## config.mk

```make
export PLATFORM = sky130hd
export DESIGN_NAME = sgm_front
export DESIGN_NICKNAME = d
export VERILOG_FILES = /design/src/hw/rtl/sgm_pkg.sv /design/src/hw/rtl/sgm_front.sv
export SDC_FILE = /design/constraint.sdc
export NUM_CORES = 1
export LEC_CHECK = 0
export BUFFER_PORTS_ARGS = -buffer_cell sky130_fd_sc_hd__buf_2
export CAP_MARGIN = 20
export CORE_MARGIN = 8
export CORE_UTILIZATION = 55
export CTS_BUF_LIST = sky130_fd_sc_hd__clkbuf_8
export CTS_CLUSTER_DIAMETER = 80
export DETAILED_ROUTE_END_ITERATION = 6
export PLACE_DENSITY = 0.77
export REMOVE_ABC_BUFFERS = 1
export SETUP_SLACK_MARGIN = 0.05
export SYNTH_ARGS = -nofsm -noshare
export SYNTH_HDL_FRONTEND = slang
export SYNTH_SLANG_ARGS = --single-unit
```

## constraint.sdc

```tcl
create_clock -name clk -period 8.24 [get_ports clk]
set_input_delay 2.472 -clock clk [delete_from_list [all_inputs] [get_ports clk]]
set_output_delay 2.472 -clock clk [all_outputs]
set_load 0.01 [all_outputs]
```

## src/hw/rtl/sgm_pkg.sv

```systemverilog
// ----------------------------------------------------------------------------
// Sobel gradient magnitude package
// Shared widths, register indexes, reset values and item types.
// ----------------------------------------------------------------------------
package sgm_pkg;

  localparam int DEF_MAX_WIDTH  = 1024;
  localparam int DEF_MAX_HEIGHT = 1024;

  // Configuration port.
  localparam int CFG_W     = 11;
  localparam int CFG_IDX_W = 1;
  localparam logic [CFG_IDX_W-1:0] REG_FRAME_WIDTH  = 1'b0;
  localparam logic [CFG_IDX_W-1:0] REG_FRAME_HEIGHT = 1'b1;
  localparam logic [CFG_W-1:0] FRAME_WIDTH_RESET  = 11'd1024;
  localparam logic [CFG_W-1:0] FRAME_HEIGHT_RESET = 11'd1024;

  // Wide enough for any frame dimension up to the largest supported maximum.
  localparam int DIM_W = 14;

  // Datapath widths.
  localparam int PIX_W  = 8;
  localparam int MAG_W  = 11;
  localparam int GRAD_W = 11;
  localparam int SQ_W   = 20;
  localparam int SUM_W  = 21;

  // Queue depths.
  localparam int OP_DEPTH  = 4;
  localparam int OUT_DEPTH = 32;

  typedef struct packed {
    logic             cmd;
    logic [PIX_W-1:0] pixel;
  } sample_t;

  typedef struct packed {
    logic [MAG_W-1:0] magnitude;
    logic             row_last;
    logic             frame_last;
  } result_t;

  typedef struct packed {
    logic row_last;
    logic frame_last;
  } res_tag_t;

  // One classified item handed from the front end to the back end.
  typedef struct packed {
    logic             row_end;    // emit the last result of the previous row
    logic             frame_end;  // final drain item of the frame
    logic             mid_res;    // emit the result of the window centre
    logic             win_clear;  // start of a row: window restarts from zero
    logic             shift;      // a new column enters the window and the line stores
    logic             top_en;     // upper line store holds a row of this frame
    logic             mid_en;     // middle line store holds a row of this frame
    logic [PIX_W-1:0] bot;        // new bottom sample, zero outside the frame
  } op_t;

endpackage

```

## src/hw/rtl/sgm_front.sv

```systemverilog
// ----------------------------------------------------------------------------
// Sobel gradient magnitude front end
// Holds the frame registers and the raster position, and classifies each item.
// ----------------------------------------------------------------------------
module sgm_front #(
  parameter int MAX_WIDTH  = sgm_pkg::DEF_MAX_WIDTH,
  parameter int MAX_HEIGHT = sgm_pkg::DEF_MAX_HEIGHT
) (
  input  logic                               clk,
  input  logic                               rst,
  input  logic                               cfg_we,
  input  logic [sgm_pkg::CFG_IDX_W-1:0]      cfg_index,
  input  logic [sgm_pkg::CFG_W-1:0]          cfg_data,
  input  logic                               accept,
  input  sgm_pkg::sample_t                   sample,
  output sgm_pkg::op_t                       op,
  output logic [$clog2(MAX_WIDTH)-1:0]       op_addr
);

  localparam int AW = $clog2(MAX_WIDTH);
  localparam int CW = $clog2(MAX_WIDTH + 1);
  localparam int RW = $clog2(MAX_HEIGHT + 2);
  localparam int DW = sgm_pkg::DIM_W;

  logic [sgm_pkg::CFG_W-1:0] frame_width;
  logic [sgm_pkg::CFG_W-1:0] frame_height;
  logic [CW-1:0]             col;
  logic [CW-1:0]             col_next;
  logic [RW-1:0]             row;
  logic [RW-1:0]             row_next;

  logic [DW-1:0] w_ext;
  logic [DW-1:0] h_ext;
  logic [DW-1:0] w_lim;
  logic [DW-1:0] h_lim;
  logic [CW-1:0] w_c;
  logic [RW-1:0] h_c;
  logic [RW-1:0] h_p1;
  logic [CW-1:0] col_a;
  logic [CW-1:0] col_b;
  logic [CW-1:0] col_inc;
  logic [RW-1:0] row_a;
  logic [RW-1:0] row_b;
  logic          drain;

  always_ff @(posedge clk) begin
    if (rst) begin
      frame_width  <= sgm_pkg::FRAME_WIDTH_RESET;
      frame_height <= sgm_pkg::FRAME_HEIGHT_RESET;
    end else if (cfg_we) begin
      unique case (cfg_index)
        sgm_pkg::REG_FRAME_WIDTH:  frame_width  <= cfg_data;
        sgm_pkg::REG_FRAME_HEIGHT: frame_height <= cfg_data;
      endcase
    end
  end

  // Effective dimensions: zero acts as one, and values above the maximum saturate.
  always_comb begin
    w_ext = DW'(frame_width);
    h_ext = DW'(frame_height);
    if (w_ext == '0) begin
      w_lim = DW'(1);
    end else if (w_ext > DW'(MAX_WIDTH)) begin
      w_lim = DW'(MAX_WIDTH);
    end else begin
      w_lim = w_ext;
    end
    if (h_ext == '0) begin
      h_lim = DW'(1);
    end else if (h_ext > DW'(MAX_HEIGHT)) begin
      h_lim = DW'(MAX_HEIGHT);
    end else begin
      h_lim = h_ext;
    end
    w_c  = w_lim[CW-1:0];
    h_c  = h_lim[RW-1:0];
    h_p1 = h_c + RW'(1);
  end

  always_comb begin
    // A column beyond a narrowed width wraps to the next row.
    if (col >= w_c) begin
      col_a = '0;
      row_a = row + RW'(1);
    end else begin
      col_a = col;
      row_a = row;
    end
    // Anything at or past the drain point becomes the final drain item.
    if (row_a > h_p1 || (row_a == h_p1 && col_a != '0)) begin
      col_b = '0;
      row_b = h_p1;
    end else begin
      col_b = col_a;
      row_b = row_a;
    end
    drain = (row_b == h_p1);

    op.row_end   = (col_b == '0) && (row_b >= RW'(2));
    op.frame_end = drain;
    op.mid_res   = (col_b != '0) && (row_b != '0);
    op.win_clear = (col_b == '0);
    op.shift     = !drain;
    op.top_en    = (row_b >= RW'(2));
    op.mid_en    = (row_b != '0);
    op.bot       = (!sample.cmd && row_b < h_c) ? sample.pixel : '0;
    op_addr      = col_b[AW-1:0];

    col_inc = col_b + CW'(1);
    if (drain) begin
      col_next = '0;
      row_next = '0;
    end else if (col_inc >= w_c) begin
      col_next = '0;
      row_next = row_b + RW'(1);
    end else begin
      col_next = col_inc;
      row_next = row_b;
    end
  end

  always_ff @(posedge clk) begin
    if (rst) begin
      col <= '0;
      row <= '0;
    end else if (accept) begin
      col <= col_next;
      row <= row_next;
    end
  end

endmodule

```

; Word-level counts from Yosys, hierarchy flattened
; Cells that the tools add are included.
[op_classes]
add_sub_neg = 4
mul = 0
n_div = 0
magnitude_cmp = 7
eq_ne = 2
shifts = 0
mux = 13
bitwise = 1
reduce_logical = 15
[ops]
columns = operator, count
row1 = $mux 11, 12
row2 = $add 11x1->11 const B, 4
row3 = $logic_not 11->1, 3
row4 = $reduce_bool 11->1, 3
row5 = $eq 11x11->1, 2
row6 = $ge 11x11->1, 2
row7 = $gt 11x11->1 const B, 2
row8 = $ge 11x2->1 const B, 1
row9 = $gt 11x11->1, 1
row10 = $lt 11x11->1, 1
row11 = $mux 8, 1
row12 = $logic_and 1x1->1, 4
row13 = $reduce_and 2->1, 2
row14 = $logic_not 1->1, 2
row15 = $logic_or 1x1->1, 1
row16 = $not 1->1, 1
[totals]
register_bits = 44
latchBits = 0
ramBits = 0
mem_bits_ro = 0
input_bits = 25
word_cells = 46
memories = 0

; Longest topological paths before layout
[logic_depth]
word_depth = 13
ltp_mapped = 37
ltp_nobuf = 35

; Worst setup path before layout
; No wires, ideal clock.
[synth_path]
path_type = register to output
start = register frame_width[10] in the netlist's numbering
end = output port op[0] in the netlist's numbering
arrival_time_ns = 6.099
path_slack_ns = -0.331
stages_incl_launch_ff = 32
n_path_buf = 3
path_cell_list = dfxtp_1 > inv_1 > clkbuf_1 > nand2_1 > ha_1 > a211oi_1 > nor2_1 > or3_1 > clkbuf_1 > o21ai_0 > xor2_1 > inv_1 > ha_1 > nand3_1 > nor4_1 > nor2_1 > o211ai_1 > nand2_1 > clkbuf_1 > nand2_1 > a21boi_0 > ha_1 > nor2b_1 > o21a_1 > o21a_1 > o21a_1 > o21a_1 > o21a_1 > o21a_1 > o21ai_0 > a21oi_1 > nor2_1
[synth_rtl]
columns = element, line_no
row1 = "start, declared", sgm_front.sv:25  ; logic [sgm_pkg::CFG_W-1:0] frame_width;
row2 = "start signal, assigned", sgm_front.sv:48  ; frame_width <= sgm_pkg::FRAME_WIDTH_RESET;
row3 = "start signal, assigned", sgm_front.sv:52  ; sgm_pkg::REG_FRAME_WIDTH: frame_width <= cfg_data;
row4 = "end, declared", sgm_front.sv:16  ; output sgm_pkg::op_t op,

==> run metrics <==
full die area 10800 sq um; crit start category flop; Total GRT Usage 23.0%; status finished, violations left; clock sinks 44; final worst slack -207 ps; vias in the first global route roughly 4200; setup TNS -1450 ps; post-synthesis sequential area ratio 20.8%; hold endpoint frame_width[0]; cell total after placement 734; DRC 0; Detailed Route WL 13.3 mm; grt met3 use 4.58%; Iteration-0 DRC Markers about 340; TritonCTS Buffers 5; number of synthesized register bits 44; clk_skew around 10 ps; GR Overflow Total 0; root buf cell clkbuf_8; Die Span X 104 um; Post-synth EDFFs 0; Crit path required time 5770 ps; Post-synth ARST share 0%; CTS tree built; chip height 104 um; CTS clk-pin slew, worst paths 90 ps; Ant. Diodes 0; port bufs between 40 and 50; Mean Syn Cell Area approximately 7.5 sq um; Critical R2R Launch frame_width[2]; final non-filler cell total 755; Distinct cells, synth 58; number of synthesis warnings 0; worst r2r dst row[9]; Slowest-stage cell, CP or3_4; Synth Cell Area 4230 sq um; core region area 7610 sq um; CP Capture Type primary output; I/O pins 50; Yosys top cell by area dfxtp_1; leakage ~2.4 nW; Crit Path Category reg2out; share of layout cells above drive strength 1 24.3%; HP Class reg2reg; Primary FF master, synth dfxtp_1; R2R depth 36; Area contributors post-synth dfxtp_1, ha_1, nand2_1, xnor2_1, a21oi_1; first-pass GRT wire length 20.9 mm; Final Setup Violations 8; global route hottest layer met2; drt wl/cell 17.6 um; most frequent cells in the layout nand2_1, buf_4, buf_2; Post-CTS Hold Fix Bufs 0; vias per cell 5.89; violated checks negative setup slack; DR pass1 iterations 4; maximum vdd drop 0.149 mV; Syn-to-layout area delta 25.7%; Worst Path Arrival approximately 6000 ps; Cell Rows 32; crit share post-route 103%; HPWL after detailed placement roughly 10 mm; hold_sp frame_width[0]; Fmax about 120 MHz; Worst R2R Setup Slack 690 ps; Nets approximately 730; number of max-cap violations 0; final-report hold violation count 0; CTS H-tree lvls 2; RD Place Congestion 0.956; Worst-Skew Late Latency 300 ps; met2 usage 38.8%; fin. max-slew vios 0; pwr/cell area around 320 nW/um^2; most common cell after layout, fill and taps aside nand2_1; cell mode on critical path o21a_1; Final Power 1.72 mW; area share of the leading cell type in the synthesized netlist 20.8%; Max FO, Critical Path 8; met1 GRT Util 28.7%; ANT nets after route 0; initial antenna violation count 0; critical path's largest stage delay 430 ps; largest net degree at the start of global routing 28; Syn Inst Count 567; minimum clock period 8450 ps; CTS max path bufs 2; routed vias ~4400; Min-Delay Path Depth 2; Max-slew headroom 45.2%; Worst Tran Pin Value 822 ps; RSZ-0062 raised after global routing true; Initial Util approximately 56%
flip-flops by register name (all words and copies together), names as in the netlist:
| register | cells |
|---|---|
| row | 11 |
| frame_height | 11 |
| frame_width | 11 |
| col | 11 |
worst max-delay path by stage:
stage	to	slack, ps	depth (start not counted)	from
6_report	op[0]	-210	28	frame_width[2]
5_1_grt	op[0]	-520	30	frame_width[6]
4_1_cts	op[2]	60	29	frame_width[2]
3_5_place_dp	op[2]	-130	28	frame_width[10]
3_3_place_gp	op[0]	-60	28	frame_width[10]
2_1_floorplan	op[0]	-140	28	frame_width[10]
layout make-up:
class,instances,area (sq um)
clock buffer,6,82.6
inverter,42,160
multi-input combinational,457,3380
fill,598,2290
sequential,44,885
clock inverter,2,38.8
timing repair buffer,102,647
tap,102,128
through the flow:
stage          setup WS, ps  area, sq um  hold WS [ps]  utilization, %
2_1_floorplan          -136         4130           430               -
3_3_place_gp          -60.9         4800           465            63.1
3_5_place_dp           -127         4800           468            63.1
4_1_cts                58.4         5030           483            66.1
5_1_grt                -524         5320           509            69.9
6_report               -207         5320           491            69.9
worst max-delay path, delay by kind of cell, from the launching register on:
kind,cells,cell delay [ps]
XOR/XNOR,1,260
AND/OR/NAND/NOR,10,1750
buffers and inverters,3,420
adder cells (fa/ha/maj),3,910
flip-flops,1,350
AO/OA/AOI/OAI,11,1960
synth_stat cells (5+ instances only):
cell type / instances
o21a_1: 8
inv_1: 41
o21ai_0: 14
xnor2_1: 28
dfxtp_1: 44
nor2_1: 41
a32o_1: 12
nand2_1: 90
nand4_1: 5
and2_1: 19
and3_1: 7
a22o_1: 8
xor2_1: 15
nand3_1: 28
a211oi_1: 6
nand2b_1: 7
clkbuf_1: 19
nor4_1: 9
a21oi_1: 38
or3_1: 5
o211ai_1: 6
ha_1: 51
report_power, final:
part           internal, mW  switching [mW]  leakage (nW)
clock network        0.0992          0.0785        0.0614
logic                 0.579           0.689          1.96
registers             0.236          0.0351         0.359
cell families after synthesis:
| kind of cell | count (synthesis) | share of synthesized area, % |
|---|---|---|
| AND/OR/NAND/NOR | 236 | 27.3 |
| AO/OA/AOI/OAI | 120 | 19.8 |
| buffers and inverters | 66 | 6.18 |
| adder cells (fa/ha/maj) | 51 | 15.1 |
| XOR/XNOR | 44 | 9.28 |
| flip-flops | 44 | 20.8 |
| multiplexers | 6 | 1.54 |
layer usage:
metal	routed length (um)	vias to the layer above
met1	5540	2077
met2	6470	170
met4	433	0
met3	832	39
li1	-	2163
met5	0	-
what timing repair did:
item / CTS / global route
pin swaps: 3 / 29
gates cloned: 0 / 0
buffers inserted: 3 / 10
setup endpoints to repair: 9 / 10
gates resized for setup: 19 / 40
Power figures use the tool's default switching activity.
