`config.mk`:
```
export PLATFORM = sky130hd
export DESIGN_NAME = sgm_fifo
export DESIGN_NICKNAME = d
export VERILOG_FILES = /design/src/hw/rtl/sgm_pkg.sv /design/src/hw/rtl/sgm_fifo.sv
export SDC_FILE = /design/constraint.sdc
export NUM_CORES = 1
export LEC_CHECK = 0
export BUFFER_PORTS_ARGS = -buffer_cell sky130_fd_sc_hd__buf_2
export CORE_MARGIN = 2
export CORE_UTILIZATION = 45
export DETAILED_ROUTE_END_ITERATION = 10
export PLACE_DENSITY = 0.65
export SYNTH_ARGS = -nofsm -noshare
export SYNTH_HDL_FRONTEND = slang
export SYNTH_SLANG_ARGS = --single-unit
```
`constraint.sdc`:
```
create_clock -name clk -period 2.3 [get_ports clk]
set_input_delay 0.46 -clock clk [delete_from_list [all_inputs] [get_ports clk]]
set_output_delay 0.46 -clock clk [all_outputs]
set_load 0.1 [all_outputs]
```
`src/hw/rtl/sgm_pkg.sv`:
```
// ----------------------------------------------------------------------------
// Sobel gradient magnitude package
// Shared widths, register indexes, reset values and item types.
// ----------------------------------------------------------------------------
package sgm_pkg;

  localparam int DEF_MAX_WIDTH  = 1024;
  localparam int DEF_MAX_HEIGHT = 1024;

  // Configuration port.
  localparam int CFG_W     = 11;
  localparam int CFG_IDX_W = 1;
  localparam logic [CFG_IDX_W-1:0] REG_FRAME_WIDTH  = 1'b0;
  localparam logic [CFG_IDX_W-1:0] REG_FRAME_HEIGHT = 1'b1;
  localparam logic [CFG_W-1:0] FRAME_WIDTH_RESET  = 11'd1024;
  localparam logic [CFG_W-1:0] FRAME_HEIGHT_RESET = 11'd1024;

  // Wide enough for any frame dimension up to the largest supported maximum.
  localparam int DIM_W = 14;

  // Datapath widths.
  localparam int PIX_W  = 8;
  localparam int MAG_W  = 11;
  localparam int GRAD_W = 11;
  localparam int SQ_W   = 20;
  localparam int SUM_W  = 21;

  // Queue depths.
  localparam int OP_DEPTH  = 4;
  localparam int OUT_DEPTH = 32;

  typedef struct packed {
    logic             cmd;
    logic [PIX_W-1:0] pixel;
  } sample_t;

  typedef struct packed {
    logic [MAG_W-1:0] magnitude;
    logic             row_last;
    logic             frame_last;
  } result_t;

  typedef struct packed {
    logic row_last;
    logic frame_last;
  } res_tag_t;

  // One classified item handed from the front end to the back end.
  typedef struct packed {
    logic             row_end;    // emit the last result of the previous row
    logic             frame_end;  // final drain item of the frame
    logic             mid_res;    // emit the result of the window centre
    logic             win_clear;  // start of a row: window restarts from zero
    logic             shift;      // a new column enters the window and the line stores
    logic             top_en;     // upper line store holds a row of this frame
    logic             mid_en;     // middle line store holds a row of this frame
    logic [PIX_W-1:0] bot;        // new bottom sample, zero outside the frame
  } op_t;

endpackage

```
`src/hw/rtl/sgm_fifo.sv`:
```
// ----------------------------------------------------------------------------
// Sobel gradient magnitude queue
// Small register queue with a level count, used on both sides of the back end.
// ----------------------------------------------------------------------------
module sgm_fifo #(
  parameter int WIDTH = $bits(sgm_pkg::result_t),
  parameter int DEPTH = sgm_pkg::OP_DEPTH
) (
  input  logic                       clk,
  input  logic                       rst,
  input  logic                       push,
  input  logic [WIDTH-1:0]           push_data,
  input  logic                       pop,
  output logic [WIDTH-1:0]           pop_data,
  output logic [$clog2(DEPTH+1)-1:0] count,
  output logic                       full,
  output logic                       empty
);

  localparam int PW   = $clog2(DEPTH);
  localparam int CNTW = $clog2(DEPTH + 1);

  logic [WIDTH-1:0] slots [DEPTH];
  logic [PW-1:0]    wr_ptr;
  logic [PW-1:0]    rd_ptr;
  logic [CNTW-1:0]  level;

  always_ff @(posedge clk) begin
    if (push) begin
      slots[wr_ptr] <= push_data;
    end
  end

  always_ff @(posedge clk) begin
    if (rst) begin
      wr_ptr <= '0;
      rd_ptr <= '0;
      level  <= '0;
    end else begin
      if (push) begin
        wr_ptr <= wr_ptr + PW'(1);
      end
      if (pop) begin
        rd_ptr <= rd_ptr + PW'(1);
      end
      if (push && !pop) begin
        level <= level + CNTW'(1);
      end else if (pop && !push) begin
        level <= level - CNTW'(1);
      end
    end
  end

  assign pop_data = slots[rd_ptr];
  assign count    = level;
  assign full     = (level == CNTW'(DEPTH));
  assign empty    = (level == '0);

endmodule

```
=== Yosys cells after proc, flatten, opt, wreduce, memory -nomap -nowiden ===
Memories as Yosys holds them, arrays and structs flattened. A register that Yosys moved wholly into a read port is not among the register bits.
Cells that the tools add are included.

* Shift operators: 0
* $mul: 0
* $lt $le $gt $ge: 0
* Equality and inequality tests: 1
* Bitwise operators: 0
* Add/subtract/negate cells: 4
* Div/mod/pow operators: 0
* Mux-type cells: 6
* Reduce and logical (&&, ||, !) cells: 6

{| class="wikitable"
|+ Operators with widths
! operator !! count
|-
| $mux 3 || 2
|-
| $add 2x1->2 const B || 2
|-
| $mux 2 || 2
|-
| $add 3x1->3 const B || 1
|-
| $eq 3x3->1 const B || 1
|-
| $logic_not 3->1 || 1
|-
| $sub 3x1->3 const B || 1
|-
| $logic_and 1x1->1 || 2
|-
| $logic_not 1->1 || 2
|-
| $mux 1 || 2
|-
| $reduce_bool 2->1 || 1
|}

* Flip-flop bits (word level): 7
* Logic and storage cells: 21
* Bits in latches: 0
* Bits of input ports: 17
* Output and inout bits: 18
* Bits in writable memories: 52
* Memories: 1
* ROM bits: 0

{| class="wikitable"
|+ Memories
! name !! words !! width !! read ports !! clocked after memory_dff !! wr ports !! line !! RTL
|-
| slots || 4 || 13 || 1 || 1 || 1 || sgm_fifo.sv:23 || <nowiki>logic [WIDTH-1:0] slots [DEPTH];</nowiki>
|}

=== Depth between registers and ports, before layout ===
Gate-level depths: netlist of run 1.

* Depth in word-level cells: 4
* Mapped depth: 7
* Gate-level depth less buffers: 7

=== Least setup slack after synthesis of run 1 ===
No wires, ideal clock.

* Kind: reg-to-output
* From: reg level[2] (netlist: count[2])
* To: out full
* Setup slack: -1.435 ns
* Buffers on the path: 0
* Stages on the path, launching flop included: 2
* Arrival: 3.275 ns
* Data required time: 1.840 ns
* Path through: dfxtp_1 -> nor3b_1

* Cells in the longest elaborated chain, start to end: 1

{| class="wikitable"
|+ RTL lines
! item !! line !! RTL
|-
| start, declared || sgm_fifo.sv:26 || <nowiki>logic [CNTW-1:0] level;</nowiki>
|-
| start signal, assigned || sgm_fifo.sv:47 || <nowiki>level <= level + CNTW'(1);</nowiki>
|-
| start signal, assigned || sgm_fifo.sv:49 || <nowiki>level <= level - CNTW'(1);</nowiki>
|-
| $eq 3x3->1 || sgm_fifo.sv:56 || <nowiki>assign full = (level == CNTW'(DEPTH));</nowiki>
|-
| end, declared || sgm_fifo.sv:16 || <nowiki>output logic full,</nowiki>
|}

Every way passes these cells.

==> impl_metrics.ini, run 1 <==
[synthesis]
postSynthRegisterBits = 61
synth-main-ff-cell = sky130_fd_sc_hd__edfxtp_1
synthesis.nets = 134
top_area_cell_type_share_of_the_netlist_area = 0.676
ys_async_sr_fraction = 0
post-synth-top-count-cell = sky130_fd_sc_hd__edfxtp_1
netlist_area_mm2 = 0.00231
synthCells = 111
post_synth.cell_area_avg_um2 = 20.8
synth-seq-area-share = 0.754
yosysWarnings = 0
synth_top_cells_by_area = sky130_fd_sc_hd__edfxtp_1, sky130_fd_sc_hd__mux4_2, sky130_fd_sc_hd__dfxtp_1
netlist.top_cell.by_area = sky130_fd_sc_hd__edfxtp_1
netlist_top_cells_count = sky130_fd_sc_hd__edfxtp_1, sky130_fd_sc_hd__mux4_2, sky130_fd_sc_hd__dfxtp_1
synth-edff-count = 52
post_synth_num_cell_types = 21

[global_route]
antenna_found_initial = 0
grtUsageTotal = 0.150
groute.layer.met3.usage = 0.0622
grt_overflow = 0
number_of_global_route_vias_before_repair = 1178
grt_util_met2 = 0.247
wire_length_of_the_first_global_routing_pass_mm = 5.67
grt_max_degree = 14
grt_most_used_layer = met2
groute.layer.met1.usage = 0.164

[timing]
report.final.slew_viol_count = 0
timing.final.hold_violations = 0
clock-skew-final_ns = 0.0111
final_worst_path_cycle_share = 0.945
tightest_slew_ns = 0.494
setup-tns-final_ns = 0
setup_violations = 0
post-route-worst-setup-slack_ns = 0.126
max_transition_margin = 0.673
final.min_clock_period_ns = 2.17
fmax_mhz = 460
final_hold_slack_ns = 0.347
grt_setup_unrepaired = false

[place]
number_of_buffers_added_on_ports = 34
globalplace.congestion = 0.770
preCtsSetupSlack_ns = 0.308
post-dp-hpwl_mm = 2.40

[worst_setup_path]
worstSetupEndpointType = primary output
worstPathMaxFanout = 13
origin_of_the_critical_flop_to_flop_path = count[0]
worstSetupStartpointType = flip-flop
reg2reg_depth = 4
critical_path.cell_chain = buf_12 > mux4_1 > buf_2
r2r_end = count[2]
critPathKind = flip-flop to primary output
timing.critical_path.slowest_cell_delay_ns = 0.56
worst-r2r-setup-slack_ns = 0.71
worst_setup_path_endpoint = pop_data[12]
worstPathArrival_ns = 1.71
critical-path-slowest-cell = sky130_fd_sc_hd__mux4_1
critical_path_required_ns = 1.84

[worst_hold_path]
timing.hold.worst.class = input port to flip-flop
worstHoldStart = push_data[8]

[cts]
clk_latency_ns = 0.33
postCtsHoldBufs = 0
clock_tree_from_tritoncts = built
cts_clock_pin_slew_for_the_worst_setup_and_hold_paths_ns = 0.06
ctsLongestPathBuffers = 2
cts_setup_buffers = 0
clock-root-buffer = sky130_fd_sc_hd__clkbuf_8
cts_sink_cnt = 61
cts_resized = 0
cts_made_buffers = 9
clock_tree.htree_level_count = 3

[die]
start_util = 0.458
die_height_um = 75.7
floorplan.die_area_mm2 = 0.00572
floorplan.core_area_mm2 = 0.00504
fp-row-count = 26
die_w_um = 75.7
floorplan.io_pins = 35

[flow_run]
maxCapViolations = 0

[route]
avgViaCountPerCell = 4.97
drt-wirelength-per-cell_um = 15.8
drc_errors = 0
postRouteAntennaNets = 0
vias = 1163
sum_of_routed_wire_length_over_all_layers_mm = 3.70
drt_first_pass_iters = 4
drt_iter0_drc = 54

[power_and_ir_drop]
combinationalPowerShare = 0.224
clock_network_fraction_of_total_power = 0.331
vdd_ir_drop_max_uv = 562
cellLeakagePower_uw = 0.00104
power.density_mw_per_mm2 = 1030
switching_share = 0.315
power.net_switching_uw = 921
p_int_uw = 2010
seq_power_share = 0.445

[run_status]
run_status = finished clean

[layout]
final_layout_net_count = 182
area_growth_syn_to_layout_pct = 22.6
fin_util = 0.562
fraction_of_final_layout_cells_sized_beyond_drive_strength_1 = 0.390
antenna-diode-count = 0
==> power groups by stage <==
stage	clock [uW]	combinational [uW]	sequential, uW
global placement	0	653	1320
finish	969	656	1300
floorplan	0	480	1390
CTS	1000	665	1300
detailed placement	0	663	1330
global route	1050	688	1310
==> through the flow <==
step           cells  power [uW]  instance area [um^2]
2_1_floorplan    111        1870                  2330
3_3_place_gp     218        1970                  2630
3_5_place_dp     218        1990                  2630
4_1_cts          234        2970                  2830
5_1_grt          234        3050                  2830
6_report         234        2930                  2830
==> cell type report <==
cell class	count	area (um^2)
multi-input cells	43	557
flip-flops and latches	61	1740
clock inverters	7	80.1
inverters	4	15.0
well taps	70	87.6
clock buffers	9	124
fillers	402	2210
repair buffers	40	228
==> registers in the layout, indices dropped and copies added (netlist names), named ones only <==
register,count
slots,52
count,3
rd_ptr,2
wr_ptr,2
==> worst min path at each step <==
stage	to	slack (ns)	cells after the start
finish	slots[0][8]	0.35	1
global placement	rd_ptr[1]	0.50	2
CTS	slots[0][8]	0.33	1
global route	slots[1][12]	0.33	1
floorplan	flip-flop	0.48	2
detailed placement	flip-flop	0.54	2
==> worst max-delay path, delay by kind of cell, from the launching register on <==
| family | cells | cell delay, ns |
|---|---|---|
| multiplexers | 1 | 0.56 |
| buffers and inverters | 2 | 0.48 |
| flip-flops | 1 | 0.35 |
==> layout by cell type, fill, tap and decap left out <==
| cell | netlist | routed |
|---|---|---|
| sky130_fd_sc_hd__or3_1 | 1 | 1 |
| sky130_fd_sc_hd__mux2i_1 | 2 | 2 |
| sky130_fd_sc_hd__xnor2_1 | 2 | 2 |
| sky130_fd_sc_hd__xor2_1 | 3 | 3 |
| sky130_fd_sc_hd__nand2_1 | 1 | 1 |
| sky130_fd_sc_hd__fa_1 | 1 | 1 |
| sky130_fd_sc_hd__nor2_1 | 7 | 7 |
| sky130_fd_sc_hd__o21ai_0 | 1 | 1 |
| sky130_fd_sc_hd__and2_1 | 4 | 4 |
| sky130_fd_sc_hd__nor3_4 | 0 | 1 |
| sky130_fd_sc_hd__mux4_2 | 10 | 10 |
| sky130_fd_sc_hd__clkbuf_8 | 0 | 9 |
| sky130_fd_sc_hd__a21oi_1 | 1 | 1 |
| sky130_fd_sc_hd__nor3b_4 | 0 | 1 |
| sky130_fd_sc_hd__bufinv_16 | 0 | 2 |
| sky130_fd_sc_hd__mux4_1 | 3 | 3 |
| sky130_fd_sc_hd__ha_1 | 5 | 5 |
| sky130_fd_sc_hd__clkinv_2 | 0 | 1 |
| sky130_fd_sc_hd__buf_2 | 1 | 34 |
| sky130_fd_sc_hd__buf_12 | 0 | 1 |
| sky130_fd_sc_hd__inv_1 | 4 | 4 |
| sky130_fd_sc_hd__buf_4 | 0 | 5 |
| sky130_fd_sc_hd__clkinv_1 | 0 | 4 |
| sky130_fd_sc_hd__edfxtp_1 | 52 | 52 |
| sky130_fd_sc_hd__dfxtp_1 | 9 | 9 |
==> cells by family (layout without fill, tap and decap cells) <==
| logic type | Yosys count | after routing | synth area share |
|---|---|---|---|
| flops | 61 | 61 | 0.754 |
| mux | 15 | 15 | 0.140 |
| simple gates | 15 | 15 | 0.0319 |
| buf+inv | 7 | 60 | 0.0152 |
| fa+ha+maj | 6 | 6 | 0.0357 |
| xor+xnor | 5 | 5 | 0.0190 |
| compound gates | 2 | 2 | 0.00433 |
==> layer usage <==
layer / vias to the layer above / routed length [um]
met5: - / 0
met4: 0 / 72
met3: 9 / 240
met2: 37 / 1940
met1: 584 / 1450
li1: 533 / -
(Power assumes the default switching activity.)
==> run 2: changes to the inputs <==
- ABC_AREA: not set -> 1
==> run 2 against run 1 <==
  * Worst setup slack worse by 0.0084 ns
  * Final area is 9.0% higher
  * Highest routed layer unchanged
  * Routed wire length is 15% higher
  * Flip-flop and latch count stayed put
  * Die area is 4.5% higher
  * First-iteration DRC count is 46% higher
  * Global-route usage is 0.73 points higher
  * Via count is 26% higher
  * Clock-buffer cell count is 6 higher
==> impl_metrics.ini, run 2 <==
[timing]
clock-skew-final_ns = 0.00502
tightest_slew_ns = 0.597
final.min_clock_period_ns = 2.18
setup_violations = 0
post-route-worst-setup-slack_ns = 0.118
final_worst_path_cycle_share = 0.949
fmax_mhz = 458
report.final.slew_viol_count = 0
timing.final.hold_violations = 0
max_transition_margin = 0.601
grt_setup_unrepaired = false

[die]
floorplan.core_area_mm2 = 0.00514
start_util = 0.471
die_w_um = 77.4
floorplan.io_pins = 35
floorplan.die_area_mm2 = 0.00598
die_height_um = 77.4
fp-row-count = 26

[synthesis]
post_synth.cell_area_avg_um2 = 13.2
synthesis.nets = 207
ys_async_sr_fraction = 0
synth-main-ff-cell = sky130_fd_sc_hd__edfxtp_1
yosysWarnings = 0
netlist_top_cells_count = sky130_fd_sc_hd__edfxtp_1, sky130_fd_sc_hd__nor2_1, sky130_fd_sc_hd__o21ai_0
netlist.top_cell.by_area = sky130_fd_sc_hd__edfxtp_1
top_area_cell_type_share_of_the_netlist_area = 0.645
post-synth-top-count-cell = sky130_fd_sc_hd__edfxtp_1
post_synth_num_cell_types = 24
synth-seq-area-share = 0.719
synth_top_cells_by_area = sky130_fd_sc_hd__edfxtp_1, sky130_fd_sc_hd__dfxtp_1, sky130_fd_sc_hd__o21ai_0
postSynthRegisterBits = 61
synthCells = 184
synth-edff-count = 52
netlist_area_mm2 = 0.00242

[cts]
cts_sink_cnt = 61
ctsLongestPathBuffers = 2
cts_clock_pin_slew_for_the_worst_setup_and_hold_paths_ns = 0.06
clock-root-buffer = sky130_fd_sc_hd__clkbuf_8
postCtsHoldBufs = 0
clock_tree.htree_level_count = 3
cts_setup_buffers = 0
clock_tree_from_tritoncts = built
clk_latency_ns = 0.32
cts_resized = 0
cts_made_buffers = 9

[layout]
final.fill_count = 427
antenna-diode-count = 0
layout_common_cells = sky130_fd_sc_hd__edfxtp_1, sky130_fd_sc_hd__nor2_1, sky130_fd_sc_hd__o21ai_0, sky130_fd_sc_hd__buf_2, sky130_fd_sc_hd__inv_1
fraction_of_final_layout_cells_sized_beyond_drive_strength_1 = 0.303
number_of_flip_flops_in_the_largest_register = 52
final_common_cell = sky130_fd_sc_hd__edfxtp_1
fin_cells = 298
regMostFlops = slots
area_growth_syn_to_layout_pct = 27.5
final_layout_net_count = 246
fin_area_mm2 = 0.00309

[worst_setup_path]
path_delay_family = buffers and inverters
critPathKind = flip-flop to primary output
worstPathArrival_ns = 1.72
worstSetupEndpointType = primary output
critical_path.cell_chain = buf_4 > inv_8 > o21ai_0 > o22ai_2 > buf_12
critical-path-slowest-cell = sky130_fd_sc_hd__dfxtp_1
timing.critical_path.slowest_cell_delay_ns = 0.39
critical_path_required_ns = 1.84
worst-r2r-setup-slack_ns = 0.85
worstSetupStartpointType = flip-flop
worstPathMaxFanout = 26
critical_path.n_buffers_inverters = 3

[power_and_ir_drop]
cellLeakagePower_uw = 0.00119
design_power_total_uw = 2850
vdd_ir_drop_max_uv = 556
power.density_mw_per_mm2 = 924

[route]
postRouteAntennaNets = 0
drt-wirelength-per-cell_um = 14.2
sum_of_routed_wire_length_over_all_layers_mm = 4.24
avgViaCountPerCell = 4.91
drt_first_pass_iters = 4
drt_iter0_drc = 79
vias = 1462
drc_errors = 0

[flow_run]
maxCapViolations = 0

[place]
globalplace.congestion = 0.743
preCtsSetupSlack_ns = 0.477
place_inst = 282
post-dp-hpwl_mm = 2.73
number_of_buffers_added_on_ports = 34
place_area_mm2 = 0.00291

[global_route]
wire_length_of_the_first_global_routing_pass_mm = 7.02
number_of_global_route_vias_before_repair = 1481
grt_overflow = 0
antenna_found_initial = 0
grt_max_degree = 27
grtUsageTotal = 0.157

[worst_hold_path]
timing.hold.worst.class = input port to flip-flop

[run_status]
run_status = finished clean
-- run 2: cell count changes in the layout (fill, tap and decap cells not counted), sizes merged, moves of 6 or more --
| cell | previous run | this run |
|---|---|---|
| o21ai | 1 | 31 |
| mux4 | 13 | 0 |
| nand2 | 1 | 9 |
| nor2 | 7 | 32 |
| inv | 4 | 17 |
| clkbuf | 9 | 15 |
| o22ai | 0 | 13 |
-- run 2: area by class of cell --
class                      count  area (um^2)  area share
clock inverter                 1         5.00     0.00162
sequential                    61         1740       0.564
clock buffer                  15          176      0.0571
tap                           70         87.6      0.0284
inverter                      17         71.3      0.0231
multi-input combinational     99          633       0.205
timing repair buffer          35          373       0.121
-- run 2: kinds of logic after synthesis --
group,after synthesis,synth area share
simple gates,45,0.0755
buf+inv,24,0.0620
compound gates,47,0.105
xor+xnor,1,0.00362
fa+ha+maj,6,0.0341
flops,61,0.719
-- run 2: path summary, 6_finish.rpt --
path / startpoint / end / depth (start not counted)
min: rst / count[0] / 2
min reg2reg: rd_ptr[1] / flip-flop / 1
max reg2reg: wr_ptr[0] / slots[0][1] / 4
max: flip-flop / pop_data[9] / 5
-- run 2: through the flow --
step           hold WS [ns]   util  TNS [ns]
3_5_place_dp          0.436  0.565         0
2_1_floorplan         0.412      -    -0.168
4_1_cts               0.284  0.601         0
5_1_grt               0.309  0.601         0
6_report              0.302  0.601         0
3_3_place_gp          0.428  0.565         0
-- run 2: report_power, final --
group	switching (uW)	total, uW	internal, uW
combinational	512	719	207
clock	363	842	479
sequential	35.4	1290	1260
-- run 2: layer usage --
metal	part of all wire	routed length (um)	global-route usage	vias up
met1	0.43	1840	0.200	683
li1	-	-	-	733
met3	0.048	202	0.0372	7
met5	0	0	0	-
met2	0.50	2120	0.243	39
met4	0.020	85	0.0964	0
-- run 2: worst reg2reg max path, cell delays in order (launching register included) --
cell	delay [ns]
sky130_fd_sc_hd__dfxtp_1	0.33
sky130_fd_sc_hd__inv_1	0.11
sky130_fd_sc_hd__ha_1	0.16
sky130_fd_sc_hd__nand2_1	0.05
sky130_fd_sc_hd__inv_1	0.44
